$ cat src/rtl/core/cmuxbfb_pkg.sv
// shared types, constants and crc helper for the cmux basic-mode frame builder
`timescale 1ns / 1ps

package cmuxbfb_pkg;

  localparam logic [7:0] FlagOctet   = 8'hF9;
  localparam logic [7:0] CrcInit     = 8'hFF;
  localparam logic [7:0] CrcPolyRefl = 8'hE0;

  localparam int unsigned CmdDepthDefault = 4;
  localparam int unsigned OutDepthDefault = 2;

  typedef enum logic [1:0] {
    CMD_HDR,
    CMD_DATA,
    CMD_ERR
  } cmd_kind_e;

  // one classified input item, as handed from front to back
  typedef struct packed {
    cmd_kind_e  kind;
    logic [7:0] addr;
    logic [7:0] ctrl;
    logic [7:0] len_oct;
    logic [7:0] data;
    logic       closes;  // header of zero length, or last payload byte
  } cmd_t;

  typedef struct packed {
    logic [7:0] out_byte;
    logic       frame_end;
    logic       protocol_error;
  } res_t;

  // one octet through the reflected crc-8
  function automatic logic [7:0] crc_byte(input logic [7:0] crc, input logic [7:0] b);
    logic [7:0] v;
    v = crc ^ b;
    for (int i = 0; i < 8; i++) begin
      if (v[0]) begin
        v = (v >> 1) ^ CrcPolyRefl;
      end else begin
        v = v >> 1;
      end
    end
    return v;
  endfunction

endpackage

$ cat src/rtl/core/cmuxbfb_fifo.sv
// small synchronous fifo used for the command queue and the result queue
`timescale 1ns / 1ps

module cmuxbfb_fifo #(
  parameter int unsigned Width = 8,
  parameter int unsigned Depth = 2
) (
  input  logic             clk_i,
  input  logic             rst_ni,
  input  logic             push_i,
  input  logic [Width-1:0] wdata_i,
  output logic             full_o,
  input  logic             pop_i,
  output logic [Width-1:0] rdata_o,
  output logic             empty_o
);

  localparam int unsigned AddrW = (Depth > 1) ? $clog2(Depth) : 1;
  localparam int unsigned CntW  = $clog2(Depth + 1);

  logic [Width-1:0] mem_q [Depth];
  logic [AddrW-1:0] wr_ptr_q, wr_ptr_d;
  logic [AddrW-1:0] rd_ptr_q, rd_ptr_d;
  logic [CntW-1:0]  count_q, count_d;
  logic             do_push, do_pop;

  assign full_o  = (count_q == CntW'(Depth));
  assign empty_o = (count_q == '0);
  assign do_push = push_i & ~full_o;
  assign do_pop  = pop_i & ~empty_o;
  assign rdata_o = mem_q[rd_ptr_q];

  always_comb begin
    wr_ptr_d = wr_ptr_q;
    rd_ptr_d = rd_ptr_q;
    count_d  = count_q;
    if (do_push) begin
      wr_ptr_d = (wr_ptr_q == AddrW'(Depth - 1)) ? '0 : wr_ptr_q + AddrW'(1);
    end
    if (do_pop) begin
      rd_ptr_d = (rd_ptr_q == AddrW'(Depth - 1)) ? '0 : rd_ptr_q + AddrW'(1);
    end
    if (do_push && !do_pop) begin
      count_d = count_q + CntW'(1);
    end else if (do_pop && !do_push) begin
      count_d = count_q - CntW'(1);
    end
  end

  always_ff @(posedge clk_i or negedge rst_ni) begin
    if (!rst_ni) begin
      wr_ptr_q <= '0;
      rd_ptr_q <= '0;
      count_q  <= '0;
    end else begin
      wr_ptr_q <= wr_ptr_d;
      rd_ptr_q <= rd_ptr_d;
      count_q  <= count_d;
    end
  end

  always_ff @(posedge clk_i) begin
    if (do_push) begin
      mem_q[wr_ptr_q] <= wdata_i;
    end
  end

endmodule

$ cat src/rtl/core/cmuxbfb_front.sv
// front end: accepts items, tracks the open frame and classifies each beat
`timescale 1ns / 1ps

module cmuxbfb_front
  import cmuxbfb_pkg::*;
(
  input  logic       clk_i,
  input  logic       rst_ni,
  input  logic       push,
  output logic       full,
  input  logic       opcode_i,
  input  logic [7:0] channel_address_i,
  input  logic [7:0] control_byte_i,
  input  logic [6:0] payload_length_i,
  input  logic       length_adjust_i,
  input  logic [7:0] data_byte_i,
  output logic       cmd_push_o,
  output cmd_t       cmd_o,
  input  logic       cmd_full_i
);

  // a frame is open exactly while payload bytes are still expected
  logic [6:0] remaining_q, remaining_d;
  logic [6:0] enc_len;
  logic       accept;

  assign full       = cmd_full_i;
  assign accept     = push & ~cmd_full_i;
  assign cmd_push_o = accept;
  assign enc_len    = (payload_length_i == '0) ? 7'd0
                    : payload_length_i - {6'd0, length_adjust_i};

  always_comb begin
    cmd_o         = '0;
    cmd_o.addr    = channel_address_i;
    cmd_o.ctrl    = control_byte_i;
    cmd_o.len_oct = {enc_len, 1'b1};
    cmd_o.data    = data_byte_i;
    remaining_d   = remaining_q;
    if (!opcode_i) begin
      cmd_o.kind   = CMD_HDR;
      cmd_o.closes = (payload_length_i == '0);
      remaining_d  = payload_length_i;
    end else if (remaining_q == '0) begin
      cmd_o.kind = CMD_ERR;
    end else begin
      cmd_o.kind   = CMD_DATA;
      cmd_o.closes = (remaining_q == 7'd1);
      remaining_d  = remaining_q - 7'd1;
    end
  end

  always_ff @(posedge clk_i or negedge rst_ni) begin
    if (!rst_ni) begin
      remaining_q <= '0;
    end else if (accept) begin
      remaining_q <= remaining_d;
    end
  end

endmodule

$ cat src/rtl/core/cmuxbfb_back.sv
// back end: commands to frame bytes, one result beat per cycle unless stalled
`timescale 1ns / 1ps

module cmuxbfb_back
  import cmuxbfb_pkg::*;
(
  input  logic clk_i,
  input  logic rst_ni,
  input  cmd_t cmd_i,
  input  logic cmd_empty_i,
  output logic cmd_pop_o,
  output logic res_push_o,
  output res_t res_o,
  input  logic res_full_i
);

  typedef enum logic [2:0] {
    ST_FETCH,
    ST_ADDR,
    ST_CTRL,
    ST_LEN,
    ST_CHECK,
    ST_CLOSE
  } state_e;

  state_e     state_q, state_d;
  cmd_t       cmd_q, cmd_d;
  logic [7:0] crc_q, crc_d;

  always_comb begin
    state_d    = state_q;
    cmd_d      = cmd_q;
    crc_d      = crc_q;
    cmd_pop_o  = 1'b0;
    res_push_o = 1'b0;
    res_o      = '0;
    if (!res_full_i) begin
      case (state_q)
        ST_FETCH: begin
          if (!cmd_empty_i) begin
            cmd_pop_o  = 1'b1;
            res_push_o = 1'b1;
            cmd_d      = cmd_i;
            case (cmd_i.kind)
              CMD_HDR: begin
                res_o.out_byte = FlagOctet;
                state_d        = ST_ADDR;
              end
              CMD_DATA: begin
                res_o.out_byte = cmd_i.data;
                state_d        = cmd_i.closes ? ST_CHECK : ST_FETCH;
              end
              default: begin
                res_o.protocol_error = 1'b1;
              end
            endcase
          end
        end
        ST_ADDR: begin
          res_push_o     = 1'b1;
          res_o.out_byte = cmd_q.addr;
          crc_d          = crc_byte(CrcInit, cmd_q.addr);
          state_d        = ST_CTRL;
        end
        ST_CTRL: begin
          res_push_o     = 1'b1;
          res_o.out_byte = cmd_q.ctrl;
          crc_d          = crc_byte(crc_q, cmd_q.ctrl);
          state_d        = ST_LEN;
        end
        ST_LEN: begin
          res_push_o     = 1'b1;
          res_o.out_byte = cmd_q.len_oct;
          // the check octet is kept already inverted for the rest of the frame
          crc_d          = ~crc_byte(crc_q, cmd_q.len_oct);
          state_d        = cmd_q.closes ? ST_CHECK : ST_FETCH;
        end
        ST_CHECK: begin
          res_push_o     = 1'b1;
          res_o.out_byte = crc_q;
          state_d        = ST_CLOSE;
        end
        ST_CLOSE: begin
          res_push_o      = 1'b1;
          res_o.out_byte  = FlagOctet;
          res_o.frame_end = 1'b1;
          state_d         = ST_FETCH;
        end
        default: begin
          state_d = ST_FETCH;
        end
      endcase
    end
  end

  always_ff @(posedge clk_i or negedge rst_ni) begin
    if (!rst_ni) begin
      state_q <= ST_FETCH;
      cmd_q   <= '0;
      crc_q   <= '0;
    end else begin
      state_q <= state_d;
      cmd_q   <= cmd_d;
      crc_q   <= crc_d;
    end
  end

endmodule

$ cat src/rtl/core/cmux_basic_frame_builder_core.sv
// Basic-mode multiplexer frame builder, top level.
// Input channel: an item is taken on a clock edge with push high and full low.
// opcode_i low is a frame header (address, control, length, length adjust);
// opcode_i high is one payload byte on data_byte_i.
// Result channel: the oldest frame byte sits on out_byte_o, frame_end_o and
// protocol_error_o while empty is low; it is taken on an edge with pop high.
// A header gives flag, address, control and length bytes, plus check and
// closing flag when its length is zero. The last payload byte is followed by
// the check byte and the closing flag. A payload byte with no open frame gives
// one beat flagged as an error.
// The first result of an item passes through the command queue and then the result queue.
// The byte sequencer gives one result beat per cycle while commands wait and the result
// queue has room, so payload bytes then stream one per cycle.
// The command queue (CmdDepth entries) lets input keep flowing while the
// sequencer works through a header.
// Reset clears both queues and closes any frame. When pop stays low the result
// queue fills, then the command queue, and full rises; nothing is dropped.
`timescale 1ns / 1ps

module cmux_basic_frame_builder_core
  import cmuxbfb_pkg::*;
#(
  parameter int unsigned CmdDepth = CmdDepthDefault,
  parameter int unsigned OutDepth = OutDepthDefault
) (
  input  logic       clk_i,
  input  logic       rst_ni,
  input  logic       push,
  output logic       full,
  input  logic       opcode_i,
  input  logic [7:0] channel_address_i,
  input  logic [7:0] control_byte_i,
  input  logic [6:0] payload_length_i,
  input  logic       length_adjust_i,
  input  logic [7:0] data_byte_i,
  output logic       empty,
  input  logic       pop,
  output logic [7:0] out_byte_o,
  output logic       frame_end_o,
  output logic       protocol_error_o
);

  cmd_t fe_cmd;
  cmd_t be_cmd;
  logic fe_cmd_push;
  logic cmdq_full;
  logic cmdq_empty;
  logic be_cmd_pop;
  res_t be_res;
  logic be_res_push;
  logic resq_full;
  res_t resq_head;

  cmuxbfb_front u_front (
    .clk_i             (clk_i),
    .rst_ni            (rst_ni),
    .push              (push),
    .full              (full),
    .opcode_i          (opcode_i),
    .channel_address_i (channel_address_i),
    .control_byte_i    (control_byte_i),
    .payload_length_i  (payload_length_i),
    .length_adjust_i   (length_adjust_i),
    .data_byte_i       (data_byte_i),
    .cmd_push_o        (fe_cmd_push),
    .cmd_o             (fe_cmd),
    .cmd_full_i        (cmdq_full)
  );

  cmuxbfb_fifo #(
    .Width ($bits(cmd_t)),
    .Depth (CmdDepth)
  ) u_cmd_queue (
    .clk_i   (clk_i),
    .rst_ni  (rst_ni),
    .push_i  (fe_cmd_push),
    .wdata_i (fe_cmd),
    .full_o  (cmdq_full),
    .pop_i   (be_cmd_pop),
    .rdata_o (be_cmd),
    .empty_o (cmdq_empty)
  );

  cmuxbfb_back u_back (
    .clk_i       (clk_i),
    .rst_ni      (rst_ni),
    .cmd_i       (be_cmd),
    .cmd_empty_i (cmdq_empty),
    .cmd_pop_o   (be_cmd_pop),
    .res_push_o  (be_res_push),
    .res_o       (be_res),
    .res_full_i  (resq_full)
  );

  cmuxbfb_fifo #(
    .Width ($bits(res_t)),
    .Depth (OutDepth)
  ) u_res_queue (
    .clk_i   (clk_i),
    .rst_ni  (rst_ni),
    .push_i  (be_res_push),
    .wdata_i (be_res),
    .full_o  (resq_full),
    .pop_i   (pop),
    .rdata_o (resq_head),
    .empty_o (empty)
  );

  assign out_byte_o       = resq_head.out_byte;
  assign frame_end_o      = resq_head.frame_end;
  assign protocol_error_o = resq_head.protocol_error;

endmodule

$ cat config.mk
export PLATFORM = sky130hd
export DESIGN_NAME = cmux_basic_frame_builder_core
export DESIGN_NICKNAME = d
export VERILOG_FILES = /design/src/rtl/core/cmuxbfb_pkg.sv /design/src/rtl/core/cmuxbfb_fifo.sv /design/src/rtl/core/cmuxbfb_front.sv /design/src/rtl/core/cmuxbfb_back.sv /design/src/rtl/core/cmux_basic_frame_builder_core.sv
export SDC_FILE = /design/constraint.sdc
export NUM_CORES = 1
export LEC_CHECK = 0
export ABC_CLOCK_PERIOD_IN_PS = 7800
export BUFFER_PORTS_ARGS = -buffer_cell sky130_fd_sc_hd__buf_2
export CAP_MARGIN = 5
export CORE_ASPECT_RATIO = 1.4
export CORE_MARGIN = 5
export CORE_UTILIZATION = 45
export CTS_CLUSTER_DIAMETER = 150
export DETAILED_ROUTE_END_ITERATION = 6
export GPL_TIMING_DRIVEN = 0
export PLACE_DENSITY = 0.66
export SKIP_CTS_REPAIR_TIMING = 1
export SLEW_MARGIN = 20
export SYNTH_ARGS = -nofsm -noshare
export SYNTH_HDL_FRONTEND = slang
export SYNTH_HIERARCHICAL = 1
export SYNTH_SLANG_ARGS = --single-unit
$ cat constraint.sdc
create_clock -name clk_i -period 7.8 [get_ports clk_i]
set_clock_uncertainty 0.1 [all_clocks]
set_input_delay 0 -clock clk_i [delete_from_list [all_inputs] [get_ports clk_i]]
set_output_delay 0 -clock clk_i [all_outputs]
set_load 0.005 [all_outputs]
==> impl_table.tex <==
\begin{tabular}{lr}
\hline
Metric & Value \\
\hline
\multicolumn{2}{l}{\textbf{Outcome}} \\
Run status & complete, but fails checks \\
Failing checks & hold timing \\
\multicolumn{2}{l}{\textbf{Routing}} \\
Total routed wirelength & 20610 um \\
Number of DRC markers after the initial detailed-route iteration & roughly 340 \\
Count of nets left with antenna violations after detail routing & 0 \\
Total number of vias & 5622 \\
Average wire per standard cell & about 20 um \\
\# DRC & 0 \\
Vias per cell & 5.370 \\
TritonRoute pass-1 iters & 5 \\
\multicolumn{2}{l}{\textbf{Power}} \\
Peak supply drop & 0.2114 mV \\
Leak pwr & 4.246 nW \\
Reported net switching power & 1.890 mW \\
Cell Int Power & 3.474 mW \\
Power Total & 5.364 mW \\
Total power density per cell area & around 460 mW/mm\^{}2 \\
Switching power as a share of total power & 35.23\% \\
Share of total power in sequential cells & 35.4\% \\
Combinational Power Share & between 40\% and 50\% \\
Share of total power in the clock network & 20.2\% \\
\multicolumn{2}{l}{\textbf{Clock network}} \\
H-tree depth & 1 \\
CTS root buffer & clkbuf\_16 \\
Number of buffers added by the clock tree synthesis step & 22 \\
Num Clock Sinks & 214 \\
Maximum clock path buffer count & 3 \\
Clock transition at the register clock pins on the worst setup and hold paths after CTS & about 0.07 ns \\
Clk Latency, worst-skew pair & 0.50 ns \\
CTS tree & done \\
\multicolumn{2}{l}{\textbf{Die}} \\
I/O Pins & between 40 and 50 \\
Starting utilization of the core area & 45.52\% \\
Die Footprint & about 0.025 mm\^{}2 \\
Floorplan core area & 0.02186 mm\^{}2 \\
Row count & 64 \\
DIE HEIGHT & about 190 um \\
Chip width & 135.7 um \\
\multicolumn{2}{l}{\textbf{Cells and area}} \\
Most common cell after layout, fill and taps aside & edfxtp\_1 \\
Fraction of layout cells with a size suffix above 1 & approximately a quarter \\
Number of filler cells placed in the layout & 1739 \\
Antenna diode count & 0 \\
Syn-to-layout area delta & 17.85\% \\
Area of combinational cells with multiple inputs & 0.003403 mm\^{}2 \\
Final Net Count & 784 \\
Most used cells in the layout excluding fill and tap cells & edfxtp\_1, dfrtp\_1, dlygate4sd3\_1, xnor2\_1, mux4\_2 \\
Storage element area & just over 0.006 mm\^{}2 \\
\multicolumn{2}{l}{\textbf{Timing}} \\
Final-report max-slew violation count & 0 \\
Finish-stage setup viols & 0 \\
Setup\_tns & 0 ns \\
Final Hold Fails & 5 \\
Fmax achieved & 329.8 MHz \\
Final-layout worst hold slack & -0.01775 ns \\
Slew headroom & between 30\% and 40\% \\
Minimum period implied by the final worst setup slack & 3.032 ns \\
Measured slew at the worst slew-check pin & 0.9592 ns \\
Period Utilization, post-route & between 30\% and 40\% \\
RSZ-0062 raised after global routing & false \\
\multicolumn{2}{l}{\textbf{Place}} \\
Placed wire-length estimate & 14670 um \\
Number of input and output port buffers inserted & 24 \\
Weighted congestion at the end of routability-driven global placement & 0.9668 \\
\multicolumn{2}{l}{\textbf{Logic synthesis}} \\
Post-synth net total & 689 \\
Post-synth design cell area & 0.009951 mm\^{}2 \\
Yosys reg bits & 214 \\
Avg Synthesized Cell Area & 15.57 um\^{}2 \\
Count of different cell masters after synthesis & 68 \\
Fraction of registers with async set/reset & 25.23\% \\
Count of flip-flops with a built-in enable after synthesis & 160 \\
YS warnings & 6 \\
Cell count after synthesis & 639 \\
Portion of the post-synthesis area used by sequential elements & 61.86\% \\
Prevailing post-synth register cell & edfxtp\_1 \\
\multicolumn{2}{l}{\textbf{Setup path}} \\
Cell family with most CP delay & simple AND/OR/NAND/NOR gates \\
Slowest cell on the critical path & nor3\_1 \\
Data arrival time of the critical path & 3.35 ns \\
Capturing element type of the critical path & flip-flop \\
Critical Path Most Common Cell & xor2\_1 \\
Bufs and invs on worst path & 2 \\
Startpoint type of the worst setup path & flip-flop \\
Worst Path Class, Setup & flip-flop to flip-flop \\
Maximum fanout count along the critical path & 10 \\
Data required time at the worst endpoint & 8.11 ns \\
Maximum cell stage delay along the critical path & 0.49 ns \\
Series of cell instances along the critical path & nor3\_1 > nand2b\_1 > nor2\_4 > buf\_2 > o31ai\_2 > ha\_1 > inv\_1 > fa\_1 > xor2\_1 > nor2\_1 > xor2\_1 \\
\multicolumn{2}{l}{\textbf{GRT}} \\
Via count of the first global-routing pass & 5929 \\
Wire length of the first global-routing pass & 32930 um \\
Gr ovfl total & 0 \\
Pin count of the biggest net entering global routing & 55 \\
Number of antenna violations at the first check in global routing & 0 \\
GRT Total Usage & between 10\% and 20\% \\
\multicolumn{2}{l}{\textbf{Run}} \\
Max-cap violations & 0 \\
\multicolumn{2}{l}{\textbf{Hold path}} \\
Class of the most critical hold timing path & input port to async pin \\
\hline
\end{tabular}
[final cells by class]
cell class / instances / area share [%]
plain buffers: 54 / 2.934
flip-flops and latches: 214 / 52.49
clock buffers: 25 / 5.057
well taps: 297 / 3.169
repair buffers: 71 / 5.398
clock inverters: 15 / 1.483
inverters: 14 / 0.4481
multi-input cells: 357 / 29.02
[routing by layer]
metal | global-route usage, % | share of wire (%) | up-vias
met4 | 6.535 | 3.7 | 0
li1 | - | - | 2608
met2 | 31.80 | 55 | 115
met3 | 2.488 | 3.2 | 48
met1 | 19.09 | 38 | 2851
met5 | 0 | 0 | -
[worst paths after layout]
path	start	depth (start not counted)	end	slack, ns
max reg2reg	u_cmd_queue/count_q[0]$_DFFE_PN0P_	11	u_cmd_queue/count_q[2]$_DFFE_PN0P_	4.77
max in group asynchronous	rst_ni	2	u_back/cmd_q[23]$_DFFE_PN0P_	7.10
min in group clk_i	opcode_i	3	u_cmd_queue/mem_q[3][33]$_DFFE_PP_	0.05
min reg2reg	u_res_queue/wr_ptr_q$_DFFE_PN0P_	1	u_res_queue/wr_ptr_q$_DFFE_PN0P_	0.40
max	u_cmd_queue/count_q[0]$_DFFE_PN0P_	11	u_cmd_queue/count_q[2]$_DFFE_PN0P_	4.77
min	rst_ni	2	u_cmd_queue/wr_ptr_q[1]$_DFFE_PN0P_	-0.02
[power by group through the flow]
stage | Sequential, mW | Clock [mW] | Combinational [mW]
global route | 1.94 | 1.16 | 2.59
CTS | 1.90 | 1.11 | 2.36
finish | 1.90 | 1.08 | 2.38
floorplan | 1.83 | 0 | 1.80
global placement | 1.91 | 0 | 2.26
detailed placement | 1.92 | 0 | 2.35
[synthesized netlist by cell type (all sizes together), types with 2 or more instances]
cell type  instances  area (um^2)
a22oi              4        30.03
nor3              10        55.05
a21o               2        15.01
nor3b              4        35.03
dfrtp             54         1351
a221o              2        20.02
a2bb2oi            2        17.52
nor2              30        120.1
xnor2             41        374.1
ha                12        150.1
nand3              3        15.01
nor4b              2        17.52
or3                7        48.80
clkbuf             9        33.78
and2               5        31.28
mux2i              7        70.07
a221oi             5        43.79
o221ai             3        32.53
o2bb2ai            6        52.55
nor2b              6        37.54
nand3b             5        37.54
edfxtp           160         4805
mux4              35        788.3
o32a               4        40.04
o31ai              2        20.02
mux2              46        525.5
xor2              18        165.2
o21ai             23        118.9
o211ai             4        35.03
inv               14        52.55
buf               45        310.3
or4                2        15.01
nand2b            11        68.82
nand2             14        55.06
xnor3              4        90.09
a21oi             23        115.1
[flip-flops by register name (all words and copies together), names as in the netlist]
register              flops
u_front/remaining_q       7
u_back/state_q            3
u_res_queue/count_q       2
u_back/cmd_q             25
u_cmd_queue/wr_ptr_q      2
u_res_queue/rd_ptr_q      1
u_res_queue/wr_ptr_q      1
u_back/crc_q              8
u_res_queue/mem_q        20
u_cmd_queue/rd_ptr_q      2
u_cmd_queue/mem_q       140
u_cmd_queue/count_q       3
[cells by family after synthesis]
group	count (synthesis)	share of synthesized area, %
compound gates	87	6.073
xor+xnor	64	6.564
fa+ha+maj	13	1.710
buf+inv	68	3.986
flops	214	61.86
mux	88	13.91
other cells	1	0.03769
simple gates	104	5.860
[worst register-to-register path, delay by kind of cell (launching register included)]
family	cells	cell delay, ns
simple gates	4	0.99
compound gates	1	0.15
xor+xnor	2	0.32
buf+inv	2	0.29
fa+ha+maj	2	0.63
flops	1	0.46
[per-stage QoR]
stage	setup WS, ns	std cells	cell area, um^2	utilization, %
after floorplan	5.184	639	9951	-
after global placement	4.423	960	10440	47.77
after detailed placement	4.776	964	10530	48.17
after CTS	4.759	1004	11300	51.68
after global routing	4.514	1047	11730	53.65
final	4.768	1047	11730	53.65
Power figures use the tool's default switching activity.
